**src/design/hsb_pkg.sv**
```systemverilog
// ----------------------------------------------------------------------------
// hsb_pkg
// Shared types, constants and the channel fraction table for the HSL
// saturation boost pipeline.
// ----------------------------------------------------------------------------
package hsb_pkg;

    // fraction width defaults and the widest supported fraction
    localparam int FRAC_BITS_DEF = 16;
    localparam int FRAC_BITS_MAX = 24;
    localparam int LUT_W         = FRAC_BITS_MAX + 1;

    // configuration register file
    localparam int          GAIN_W       = 10;
    localparam int          APB_DW       = 32;
    localparam int          APB_AW       = 3;
    localparam logic        REG_GAIN_IDX = 1'b0;
    localparam logic [GAIN_W-1:0] GAIN_RESET = 10'd282;

    // which channel holds the maximum (ties pick red, then green)
    typedef enum logic [1:0] {
        SEC_RED,
        SEC_GREEN,
        SEC_BLUE
    } t_sector;

    // pixel payloads
    typedef struct packed {
        logic [7:0] red_in;
        logic [7:0] green_in;
        logic [7:0] blue_in;
        logic       last_in;
    } t_pix_in;

    typedef struct packed {
        logic [7:0] red_out;
        logic [7:0] green_out;
        logic [7:0] blue_out;
        logic       last_out;
    } t_pix_out;

    typedef logic [255:0][LUT_W-1:0] t_chan_lut;

    // ceil(x * 2^fb / 255) for every byte value, worked out at elaboration
    function automatic t_chan_lut calc_chan_lut(input int fb);
        t_chan_lut lut;
        longint    v;
        for (int x = 0; x < 256; x++) begin
            v = (longint'(x) * (longint'(1) << fb) + 254) / 255;
            lut[x] = LUT_W'(v);
        end
        return lut;
    endfunction

endpackage

```
**src/design/hsb_div_pipe.sv**
```systemverilog
// ----------------------------------------------------------------------------
// hsb_div_pipe
// Two-lane pipelined restoring divider: q = a * 2^FRAC_BITS / b for a <= b,
// one quotient bit per stage, with a sideband that travels alongside.
// ----------------------------------------------------------------------------
module hsb_div_pipe
    import hsb_pkg::*;
#(
    parameter int FRAC_BITS = FRAC_BITS_DEF,
    parameter int SIDE_W    = 1
) (
    input  logic                 i_clk,
    input  logic                 i_rst_n,
    input  logic                 i_en,
    input  logic                 i_valid,
    input  logic [FRAC_BITS+1:0] i_a0,
    input  logic [FRAC_BITS+1:0] i_b0,
    input  logic [FRAC_BITS+1:0] i_a1,
    input  logic [FRAC_BITS+1:0] i_b1,
    input  logic [SIDE_W-1:0]    i_side,
    output logic                 o_valid,
    output logic [FRAC_BITS:0]   o_q0,
    output logic [FRAC_BITS:0]   o_q1,
    output logic [SIDE_W-1:0]    o_side
);

    localparam int NS = FRAC_BITS + 1;
    localparam int DW = FRAC_BITS + 2;

    logic [DW-1:0]     r_rem  [NS][2];
    logic [DW-1:0]     r_div  [NS][2];
    logic [NS-1:0]     r_quo  [NS][2];
    logic [SIDE_W-1:0] r_side [NS];
    logic [NS-1:0]     r_v;

    for (genvar k = 0; k < NS; k++) begin : g_stage
        logic [DW:0]       w_cand [2];
        logic [DW-1:0]     w_div  [2];
        logic [NS-1:0]     w_quo  [2];
        logic              w_v;
        logic [SIDE_W-1:0] w_side;

        // operands from the port or from the previous stage
        if (k == 0) begin : g_first
            assign w_cand[0] = {1'b0, i_a0};
            assign w_cand[1] = {1'b0, i_a1};
            assign w_div[0]  = i_b0;
            assign w_div[1]  = i_b1;
            assign w_quo[0]  = '0;
            assign w_quo[1]  = '0;
            assign w_v       = i_valid;
            assign w_side    = i_side;
        end else begin : g_next
            for (genvar j = 0; j < 2; j++) begin : g_src
                assign w_cand[j] = {r_rem[k-1][j], 1'b0};
                assign w_div[j]  = r_div[k-1][j];
                assign w_quo[j]  = r_quo[k-1][j];
            end
            assign w_v    = r_v[k-1];
            assign w_side = r_side[k-1];
        end

        // one compare and subtract per lane
        for (genvar j = 0; j < 2; j++) begin : g_lane
            logic        w_bit;
            logic [DW:0] w_diff;

            assign w_bit  = w_cand[j] >= {1'b0, w_div[j]};
            assign w_diff = w_cand[j] - {1'b0, w_div[j]};

            always_ff @(posedge i_clk) begin
                if (i_en) begin
                    r_quo[k][j] <= {w_quo[j][NS-2:0], w_bit};
                end
            end

            if (k < NS - 1) begin : g_keep
                always_ff @(posedge i_clk) begin
                    if (i_en) begin
                        r_rem[k][j] <= w_bit ? w_diff[DW-1:0] : w_cand[j][DW-1:0];
                        r_div[k][j] <= w_div[j];
                    end
                end
            end
        end

        always_ff @(posedge i_clk) begin
            if (!i_rst_n) begin
                r_v[k] <= 1'b0;
            end else if (i_en) begin
                r_v[k] <= w_v;
            end
        end

        always_ff @(posedge i_clk) begin
            if (i_en) begin
                r_side[k] <= w_side;
            end
        end
    end

    assign o_valid = r_v[NS-1];
    assign o_q0    = r_quo[NS-1][0];
    assign o_q1    = r_quo[NS-1][1];
    assign o_side  = r_side[NS-1];

endmodule

```
**config.mk**
```make
export PLATFORM = sky130hd
export DESIGN_NAME = hsb_div_pipe
export DESIGN_NICKNAME = d
export VERILOG_FILES = /design/src/design/hsb_pkg.sv /design/src/design/hsb_div_pipe.sv
export SDC_FILE = /design/constraint.sdc
export NUM_CORES = 2
export LEC_CHECK = 0
export ABC_AREA = 1
export BUFFER_PORTS_ARGS = -buffer_cell sky130_fd_sc_hd__buf_2
export CAP_MARGIN = 20
export CORE_AREA = 2 2 485 487
export CTS_CLUSTER_DIAMETER = 100
export DETAILED_ROUTE_END_ITERATION = 8
export DIE_AREA = 0 0 487 489
export PLACE_DENSITY = 0.53
export SLEW_MARGIN = 20
export SYNTH_ARGS = -nofsm -noshare
export SYNTH_HDL_FRONTEND = slang
export SYNTH_SLANG_ARGS = --single-unit
```
**constraint.sdc**
```tcl
create_clock -name i_clk -period 2.2 [get_ports i_clk]
set_clock_uncertainty 0.05 [all_clocks]
set_input_delay 0.22 -clock i_clk [delete_from_list [all_inputs] [get_ports i_clk]]
set_output_delay 0.22 -clock i_clk [all_outputs]
set_load 0.01 [all_outputs]
```
==> flow_metrics.tcl <==
set metrics [dict create \
    critPathMaxFanout 7 \
    gp_congestion 0.908 \
    tns_ns -0.00255 \
    hold_path.class "in -> reg" \
    async_flop_share_pct 0 \
    busiest_layer "met2" \
    synth_seq_area_share_pct 48.2 \
    grt_max_degree 80 \
    grt_usage_pct 21.4 \
    ant_nets 0 \
    met1_usage_pct 26.9 \
    row_count 178 \
    dp_cells 15000 \
    setup_viol_count_final 1 \
    routed_wl_microns 269000 \
    setup_slack_ns -0.00255 \
    crit_required_ns 2.73 \
    via_count 76300 \
    overflow 0 \
    routed_via_density 4.86 \
    cts_buffers 179 \
    dp_hpwl_microns 205000 \
    ys_top_cells_by_count "nand2_1, inv_1, edfxtp_1" \
    fin_cells 15700 \
    sequentialPowerShare_pct 28.4 \
    route.detailed.drc 0 \
    power_switching_mw 67.4 \
    yosysWarningCount 0 \
    yosysMostFrequentCell "nand2_1" \
    dp_slack_ns -0.222 \
    finalHoldViolations 0 \
    io_pins 113 \
    syn_area_sq_um 92600 \
    p_int_mw 98.1 \
    max_cap_violations 0 \
    synth_top_area_share_pct 47.9 \
    grt_pass1_vias 74400 \
    yosysUniqueCellTypes 46 \
    violations "setup timing" \
    antenna_found_initial 2 \
    p_comb_share_pct 53.3 \
    wl_per_cell_microns 17.1 \
    synth_area_leaders "edfxtp_1, nand2_1, ha_1" \
    slew_headroom_pct 61.8 \
    clock_path_buffers 3 \
    die_h_microns 489 \
    total_leakage_power_nw 56.3 \
    core_sq_um 234000 \
    dieArea_sq_um 238000 \
    met2_usage_pct 38.4 \
    p_clk_share_pct 18.3 \
    synthCells 10700 \
    post-route-period-util_pct 100 \
    area_growth_pct 32.2 \
    grt_pass1_wl_microns 405000 \
    cts_tree "yes" \
    htreeDepth 4 \
    p_per_area_nw_per_um2 1350 \
    rsz0062_at_grt "true" \
    clock.fmax_ghz 0.454 \
    fin_crit_ns 2.20 \
    crit_type "reg -> reg" \
    synth_flop_cell "edfxtp_1" \
    start_util_pct 39.6 \
    end_kind "flip-flop" \
    final_util_pct 52.4 \
    avgSynthCellArea_sq_um 8.65 \
    synth.largest_area_cell "edfxtp_1" \
    cts.sinks 1492 \
    swShare_pct 40.7 \
    cts.clk_slew.worst_paths_ns 0.06 \
    die_w_microns 487 \
    port-buffer-count 112 \
    max_slew.worst_pin.slew_ns 0.567 \
    syn-num-nets 11400 \
    nNetsFinal 13200 \
    synth.ff_latch_count 1492 \
    met3_usage_pct 2.39 \
    vdd_drop_max_uv 794 \
    status "complete, but fails checks" \
    drt_iter0_markers 4683 \
    synth_edf_count 1475 \
    critPathArrivalTime_ns 2.73 \
    drive_gt1_share_pct 27.0 \
    clkLatencyLatePin_ns 0.83 \
    drv_slew 0 \
    clockRootBuffer "clkbuf_16" \
    cp-start-kind "flip-flop" \
    first_pass_iters 8 \
]
cells by family after synthesis:
group / after synthesis / share of synthesized area, %
AO/OA/AOI/OAI: 518 / 3.54
XOR/XNOR: 284 / 2.69
adder cells (fa/ha/maj): 642 / 8.94
buffers and inverters: 1758 / 7.78
flip-flops: 1492 / 48.2
AND/OR/NAND/NOR: 6008 / 28.8
what timing repair did:
action                     CTS  global route
pin swaps                   29           277
setup endpoints to repair  262           548
gates cloned                 1            33
hold endpoints to repair   270             0
hold buffers                84             0
buffers inserted            46           244
gates resized for setup    144          1116
state kept, by name, summed over array words and instances (netlist names):
register,flops
g_stage.w_v,16
o_valid,1
r_div,576
r_quo,306
r_rem,576
r_side,17
stage by stage:
stage	instance area, sq um	hold WS [ns]	power [mW]
after floorplan	92600	0.269	92.1
after global placement	106000	0.350	122
after detailed placement	106000	0.351	122
after CTS	114000	0.000390	155
after global routing	122000	0.0350	178
final	122000	0.0857	166
per-layer routing:
metal / vias up / wire length, microns / share of wire [%]
li1: 38700 / - / -
met1: 35900 / 117000 / 44
met2: 1365 / 135000 / 50
met3: 396 / 8840 / 3.3
met4: 0 / 8000 / 3.0
met5: - / 0 / 0
path summary, 6_finish.rpt:
check           startpoint  cells after the start  slack [ns]             to
min               i_b1[16]                      2        0.09   r_div[0][16]
max          r_rem[0][495]                     11      -0.003  r_rem[0][533]
min reg2reg    r_quo[9][8]                      0        0.36   r_quo[10][9]
max reg2reg  r_rem[0][495]                     11      -0.003  r_rem[0][533]
power groups by stage:
stage | Combinational, mW | Clock [mW] | Sequential [mW]
after floorplan | 48.2 | 0 | 43.9
after global placement | 75.4 | 0 | 46.2
after detailed placement | 75.8 | 0 | 46.3
after CTS | 77.7 | 31.2 | 45.8
after global routing | 97.8 | 32.2 | 47.6
final | 88.2 | 30.3 | 47.1
critical path: stages (launching register included):
cell and delay (ns):
edfxtp_1 0.46, ha_4 0.28, buf_6 0.12, nand2_4 0.09, inv_4 0.05, a21oi_4 0.18
nand2_2 0.07, nand2_2 0.08, nand4_4 0.20, clkbuf_16 0.25, nand3_2 0.07, nand2_1 0.05
layout by cell type, fill, tap and decap left out, types with 89 or more instances in the layout:
cell type / count
nand2_1: 3338
edfxtp_1: 1475
inv_1: 1472
buf_4: 1391
nand3_1: 950
nor2_1: 594
ha_4: 334
nand2_2: 292
xor2_1: 258
ha_1: 235
nand3b_1: 232
a21oi_1: 211
clkbuf_16: 192
inv_2: 172
nand3_2: 130
buf_2: 113
a21oi_2: 112
nor3_1: 103
nor2_2: 89
final cells by class:
class,instances,area [sq um]
Inverter,1649,6200
Timing Repair Buffer,1712,13900
Clock inverter,119,1380
Sequential cell,1492,44600
Fill cell,21700,111000
Tap cell,3060,3830
Clock buffer,212,4670
Multi-Input combinational cell,7471,47700
Antenna cell,4,10.0
(Power assumes the default switching activity.)
