<file path="src/design/hsb_pkg.sv">
// ----------------------------------------------------------------------------
// hsb_pkg
// Shared types, constants and the channel fraction table for the HSL
// saturation boost pipeline.
// ----------------------------------------------------------------------------
package hsb_pkg;

    // fraction width defaults and the widest supported fraction
    localparam int FRAC_BITS_DEF = 16;
    localparam int FRAC_BITS_MAX = 24;
    localparam int LUT_W         = FRAC_BITS_MAX + 1;

    // configuration register file
    localparam int          GAIN_W       = 10;
    localparam int          APB_DW       = 32;
    localparam int          APB_AW       = 3;
    localparam logic        REG_GAIN_IDX = 1'b0;
    localparam logic [GAIN_W-1:0] GAIN_RESET = 10'd282;

    // which channel holds the maximum (ties pick red, then green)
    typedef enum logic [1:0] {
        SEC_RED,
        SEC_GREEN,
        SEC_BLUE
    } t_sector;

    // pixel payloads
    typedef struct packed {
        logic [7:0] red_in;
        logic [7:0] green_in;
        logic [7:0] blue_in;
        logic       last_in;
    } t_pix_in;

    typedef struct packed {
        logic [7:0] red_out;
        logic [7:0] green_out;
        logic [7:0] blue_out;
        logic       last_out;
    } t_pix_out;

    typedef logic [255:0][LUT_W-1:0] t_chan_lut;

    // ceil(x * 2^fb / 255) for every byte value, worked out at elaboration
    function automatic t_chan_lut calc_chan_lut(input int fb);
        t_chan_lut lut;
        longint    v;
        for (int x = 0; x < 256; x++) begin
            v = (longint'(x) * (longint'(1) << fb) + 254) / 255;
            lut[x] = LUT_W'(v);
        end
        return lut;
    endfunction

endpackage

</file>
<file path="src/design/hsb_back.sv">
// ----------------------------------------------------------------------------
// hsb_back
// Back end: gain on saturation, hue assembly, q/p terms, per-channel
// hue-to-RGB interpolation and conversion to bytes. Six register stages.
// ----------------------------------------------------------------------------
module hsb_back
    import hsb_pkg::*;
#(
    parameter int FRAC_BITS = FRAC_BITS_DEF
) (
    input  logic               i_clk,
    input  logic               i_rst_n,
    input  logic               i_en,
    input  logic [GAIN_W-1:0]  i_gain,
    input  logic               i_valid,
    input  logic [FRAC_BITS:0] i_qs,
    input  logic [FRAC_BITS:0] i_qh,
    input  logic [FRAC_BITS:0] i_l,
    input  t_sector            i_sector,
    input  logic               i_neg,
    input  logic               i_gray,
    input  logic               i_last,
    output logic               o_valid,
    output t_pix_out           o_pix
);

    localparam int W  = FRAC_BITS + 1;
    localparam int HW = FRAC_BITS + 3;
    localparam logic [W-1:0]  ONE    = W'(1) << FRAC_BITS;
    localparam logic [W-1:0]  HALF   = W'(1) << (FRAC_BITS - 1);
    localparam logic [HW-1:0] H_ONE  = HW'(1) << FRAC_BITS;
    localparam logic [HW-1:0] H_TWO  = H_ONE << 1;
    localparam logic [HW-1:0] H_THR  = H_TWO + H_ONE;
    localparam logic [HW-1:0] H_FOUR = H_ONE << 2;
    localparam logic [HW-1:0] H_SIX  = H_FOUR + H_TWO;

    // interpolation weight of one channel position on the hue circle
    function automatic logic [W-1:0] hue_weight(input logic [HW-1:0] t);
        logic [HW-1:0] fall;
        fall = H_FOUR - t;
        priority if (t < H_ONE) begin
            return t[W-1:0];
        end else if (t < H_THR) begin
            return ONE;
        end else if (t < H_FOUR) begin
            return fall[W-1:0];
        end else begin
            return '0;
        end
    endfunction

    logic [5:0] r_v;

    always_ff @(posedge i_clk) begin
        if (!i_rst_n) begin
            r_v <= '0;
        end else if (i_en) begin
            r_v <= {r_v[4:0], i_valid};
        end
    end

    // stage a: scaled saturation and hue
    logic [W+GAIN_W-1:0] w_sp;
    logic [W+1:0]        w_scaled;
    logic [HW-1:0]       w_qh, n_h;
    logic [W-1:0]        r_a_s2, r_a_l;
    logic [HW-1:0]       r_a_h;
    logic                r_a_last;

    assign w_sp     = i_qs * i_gain;
    assign w_scaled = w_sp[W+GAIN_W-1:8];
    assign w_qh     = HW'(i_qh);

    always_comb begin
        unique case (i_sector)
            SEC_RED:   n_h = i_neg ? H_SIX - w_qh : w_qh;
            SEC_GREEN: n_h = i_neg ? H_TWO - w_qh : H_TWO + w_qh;
            SEC_BLUE:  n_h = i_neg ? H_FOUR - w_qh : H_FOUR + w_qh;
            default:   n_h = '0;
        endcase
    end

    always_ff @(posedge i_clk) begin
        if (i_en) begin
            if (i_gray) begin
                r_a_s2 <= '0;
            end else if (w_scaled > {2'b00, ONE}) begin
                r_a_s2 <= ONE;
            end else begin
                r_a_s2 <= w_scaled[W-1:0];
            end
            r_a_h    <= n_h;
            r_a_l    <= i_l;
            r_a_last <= i_last;
        end
    end

    // stage b: l * s2 and channel weights
    logic [HW-1:0]  w_tr, w_tr_sum, w_tb;
    logic [2*W-1:0] r_b_m;
    logic [W-1:0]   r_b_s2, r_b_l;
    logic [W-1:0]   r_b_f [3];
    logic           r_b_last;

    assign w_tr_sum = r_a_h + H_TWO;
    assign w_tr     = (w_tr_sum >= H_SIX) ? w_tr_sum - H_SIX : w_tr_sum;
    assign w_tb     = (r_a_h >= H_TWO) ? r_a_h - H_TWO : r_a_h + H_FOUR;

    always_ff @(posedge i_clk) begin
        if (i_en) begin
            r_b_m    <= r_a_l * r_a_s2;
            r_b_s2   <= r_a_s2;
            r_b_l    <= r_a_l;
            r_b_f[0] <= hue_weight(w_tr);
            r_b_f[1] <= hue_weight(r_a_h);
            r_b_f[2] <= hue_weight(w_tb);
            r_b_last <= r_a_last;
        end
    end

    // stage c: q, p and their spread
    logic signed [HW-1:0] w_q, w_p, w_l2, w_diff;
    logic [W-1:0]         w_mh;
    logic signed [HW-1:0] r_c_p;
    logic [W:0]           r_c_diff;
    logic [W-1:0]         r_c_f [3];
    logic                 r_c_last;

    assign w_mh   = r_b_m[FRAC_BITS+W-1:FRAC_BITS];
    assign w_l2   = $signed(HW'({r_b_l, 1'b0}));
    assign w_q    = (r_b_l < HALF)
                  ? $signed(HW'(r_b_l)) + $signed(HW'(w_mh))
                  : $signed(HW'(r_b_l)) + $signed(HW'(r_b_s2)) - $signed(HW'(w_mh));
    assign w_p    = w_l2 - w_q;
    assign w_diff = w_q - w_p;

    always_ff @(posedge i_clk) begin
        if (i_en) begin
            r_c_p    <= w_p;
            r_c_diff <= w_diff[W:0];
            r_c_f    <= r_b_f;
            r_c_last <= r_b_last;
        end
    end

    // stage d: spread times weight per channel
    logic signed [HW-1:0] r_d_p;
    logic [2*W:0]         r_d_prod [3];
    logic                 r_d_last;

    always_ff @(posedge i_clk) begin
        if (i_en) begin
            for (int i = 0; i < 3; i++) begin
                r_d_prod[i] <= r_c_diff * r_c_f[i];
            end
            r_d_p    <= r_c_p;
            r_d_last <= r_c_last;
        end
    end

    // stage e: channel value, clamped to [0, ONE]
    logic signed [HW-1:0] w_v [3];
    logic [W-1:0]         r_e_v [3];
    logic                 r_e_last;

    for (genvar i = 0; i < 3; i++) begin : g_val
        assign w_v[i] = r_d_p + $signed(HW'(r_d_prod[i][FRAC_BITS+W:FRAC_BITS]));
    end

    always_ff @(posedge i_clk) begin
        if (i_en) begin
            for (int i = 0; i < 3; i++) begin
                if (w_v[i] < 0) begin
                    r_e_v[i] <= '0;
                end else if (w_v[i] > $signed(HW'(ONE))) begin
                    r_e_v[i] <= ONE;
                end else begin
                    r_e_v[i] <= w_v[i][W-1:0];
                end
            end
            r_e_last <= r_d_last;
        end
    end

    // stage f: scale by 255 and drop the fraction
    logic [W+7:0] w_b [3];

    for (genvar i = 0; i < 3; i++) begin : g_byte
        assign w_b[i] = {r_e_v[i], 8'h00} - (W+8)'(r_e_v[i]);
    end

    always_ff @(posedge i_clk) begin
        if (i_en) begin
            o_pix.red_out   <= w_b[0][FRAC_BITS+7:FRAC_BITS];
            o_pix.green_out <= w_b[1][FRAC_BITS+7:FRAC_BITS];
            o_pix.blue_out  <= w_b[2][FRAC_BITS+7:FRAC_BITS];
            o_pix.last_out  <= r_e_last;
        end
    end

    assign o_valid = r_v[5];

endmodule

</file>
<file path="config.mk">
export PLATFORM = sky130hd
export DESIGN_NAME = hsb_back
export DESIGN_NICKNAME = d
export VERILOG_FILES = /design/src/design/hsb_pkg.sv /design/src/design/hsb_back.sv
export SDC_FILE = /design/constraint.sdc
export NUM_CORES = 2
export LEC_CHECK = 0
export ABC_AREA = 1
export BUFFER_PORTS_ARGS = -buffer_cell sky130_fd_sc_hd__buf_2
export CORE_ASPECT_RATIO = 1.4
export CORE_MARGIN = 2
export CORE_UTILIZATION = 45
export DETAILED_ROUTE_END_ITERATION = 7
export GPL_TIMING_DRIVEN = 0
export HOLD_SLACK_MARGIN = 0.15
export SLEW_MARGIN = 0
export SYNTH_ARGS = -nofsm -noshare
export SYNTH_HDL_FRONTEND = slang
export SYNTH_SLANG_ARGS = --single-unit
</file>
<file path="constraint.sdc">
create_clock -name i_clk -period 8.46 [get_ports i_clk]
set_input_delay 2.538 -clock i_clk [delete_from_list [all_inputs] [get_ports i_clk]]
set_output_delay 2.538 -clock i_clk [all_outputs]
set_load 0.02 [all_outputs]
</file>
==> qor.txt <==
RD Place Congestion: 0.989
Main combinational cell family by area after synthesis: adder cells
First-pass GRT wire length: 309,000 µm
Arrival @ worst endpoint: 8460 ps
CTS tree: done
Fin nets: 10,000
Top Usage Layer GRT: met2
Postcts setup bufs: 0
Initial Util: 45.2%
Cts bufs inserted: 47
Met2 usage: 49.5%
Critical Path Start: i_gain[2]
FMAX: 126 MHz
Async S/R FF share, synth: 0%
Footprint of the multi-input gates: 0.0455 mm²
Clk sink count: 402
Clk slew on worst S/H paths: 90 ps
First-pass iteration count of the detailed router: 7
Status: finished, final reports clean
RSZ-0062 raised after global routing: no
Post-synthesis instance total: 8,121
Row cnt: 167
Met1 global-route usage: 28.9%
Top cell by count, worst path: inv_1
Largest net degree at the start of global routing: 109
Via/cell ratio: 5.14
Drt wl/cell: 19.5 µm
CORE AREA: 0.148 mm²
Commonest non-fill, non-tap cells in the layout: 2,097 x inv_1, 2,048 x nand2_1, 1,056 x fa_1, 614 x ha_1, 396 x edfxtp_1
Total wire length: 200,000 µm
Hold Path Class: flip-flop to flip-flop
Adder-cell share of the synthesized area: 43.3%
Clock buffer depth: 3
Synth Register Bits: 402
Number of global-route vias before repair: 55,300
DRC violations left: 0
Root buffer cell: clkbuf_16
Routed Antenna Nets: 0
Sequential element share of the synthesized area: 18.0%
Ys flop type: edfxtp_1
Area post-placement: 0.0696 mm²
CP max FO: 10
CP startpoint kind: input port
Post-route cell area: 0.0713 mm²
Vias: 52,700
H-tree level count: 2
Initial antenna violation count: 8
GRT Overall Usage: 27.1%
Worst-Skew Late Latency: 670 ps
1st-iter DRT viols: 3,623
GR Util met3: 3.14%
Input/output buffers: 68
Share of cells above drive strength 1: 3.12%
Die X: 329 µm
Die H: 459 µm
Post-synth EDFFs: 396
Gr ovfl total: 0
Synth Area per Inst: 8.20 µm²
CP Capture Type: flip-flop
Tmin final: 7950 ps
Worst Tran Pin Value: 1370 ps
Max incr delay on CP: 530 ps
Final slew viol count: 0
Worst r2r src: r_c_diff[1]
Critical path class: input port to flip-flop
Synth Area in Compound Gates: 5.80%
Synth Area in XOR/XNOR: 2.35%
Max cap viols: 0
Multiplexer area fraction after synthesis: 0%
Yosys cell types: 58
P&R area growth vs syn: 7.07%
Final period utilization: 94.0%
Post-cts resize count: 0
Synthesized area: 0.0666 mm²
Slowest cell on the critical path: fa_1
Register Area: 0.0120 mm²
Min-delay src: r_b_f[7]
Slew HR: 8.71%
Die area: 0.151 mm²
Clock skew: 56.5 ps
YS warnings: 0
Final Hold Viols: 0
Final setup violating endpoints: 0
Critical path required time: 8970 ps
Post-Synth Simple-Gate Area: 16.7%
# hold bufs at CTS: 0
# IOs: 96
Detail Placement HPWL: 167,000 µm
Commonest non-fill, non-tap cell in the layout: inv_1
# fillers: 14,500
==> flip-flops by register name (all words and copies together) (netlist names), 17 cells and up <==
register / flops
r_c_p: 19
r_b_s2: 17
o_pix: 25
r_b_l: 17
r_d_prod: 54
r_b_f: 51
r_c_diff: 17
r_a_l: 17
r_e_v: 51
r_c_f: 51
r_a_s2: 17
r_b_m: 17
r_a_h: 19
r_d_p: 19
==> per-stage QoR <==
stage / std cells / setup TNS (ps) / utilization (%) / worst slack, ps / hold slack [ps]
global route: 10300 / 0 / 48.3 / 66.6 / 422
floorplan: 8155 / 0 / - / 855 / 400
finish: 10300 / 0 / 48.4 / 508 / 393
global placement: 10200 / -392990 / 47.1 / -3100 / 400
CTS: 10300 / 0 / 48.3 / 575 / 404
detailed placement: 10200 / -1090 / 47.2 / -122 / 405
==> worst max-delay path, delay by kind of cell <==
| kind | cells | cell delay (ps) |
|---|---|---|
| buf+inv | 9 | 1440 |
| xor+xnor | 1 | 210 |
| simple gates | 12 | 1370 |
| fa+ha+maj | 6 | 2880 |
==> cells in the mapped netlist, types with 14 or more instances <==
cell      number  area share, %
nand2_2       35           0.33
a21oi_1      324            2.4
inv_1       2097             12
nand2_1     2048             12
nand3_1      144            1.1
a31oi_1       17           0.16
clkbuf_1     315            1.8
nor2_1       318            1.8
o21ai_0      173            1.3
o211ai_1      16           0.18
o22ai_1       42           0.39
fa_1        1056             32
xor2_1       118            1.6
ha_1         614             12
nor3_1        56           0.42
nand4_1       50           0.47
xnor2_1       59           0.78
nor2_2        19           0.18
nand3b_1      14           0.16
nor4_1        18           0.17
edfxtp_1     396             18
o21bai_1      20           0.23
a21o_1        26           0.29
==> worst paths after layout <==
check                          to  slack [ps]  cells past startpoint
hold reg to reg          r_c_f[7]         390                      0
setup / recovery        r_a_s2[9]         510                     28
setup reg to reg  r_d_prod[0][94]         530                     20
hold / removal           r_c_f[7]         390                      0
==> routing by layer <==
metal,up-vias,routed length (µm)
met5,-,11
met3,599,10600
met2,1687,104000
met1,25800,69100
li1,24600,-
met4,2,16400
==> cell type report <==
| type | count | area share, % |
|---|---|---|
| clock buffer | 57 | 1.75 |
| buffer | 328 | 1.81 |
| sequential | 402 | 16.8 |
| clock inverter | 31 | 0.651 |
| timing repair buffer | 71 | 0.607 |
| antenna | 3 | 0.0105 |
| inverter | 2107 | 11.1 |
| multi-input combinational | 5318 | 63.8 |
| tap | 1943 | 3.41 |
==> logic make-up (layout without fill, tap and decap cells) <==
logic type                 after synthesis  count (layout)
and+or+nand+nor                       2746            2746
buffers and inverters                 2435            2594
adders and majority gates             1670            1670
AOI/OAI and AO/OA                      688             688
DFF                                    402             402
xor gates and xnor gates               178             178
other                                    2              39
Power is left out: the tool's default activity adds up to more than one toggle a clock period on the data nets, which glitch-free logic cannot reach.
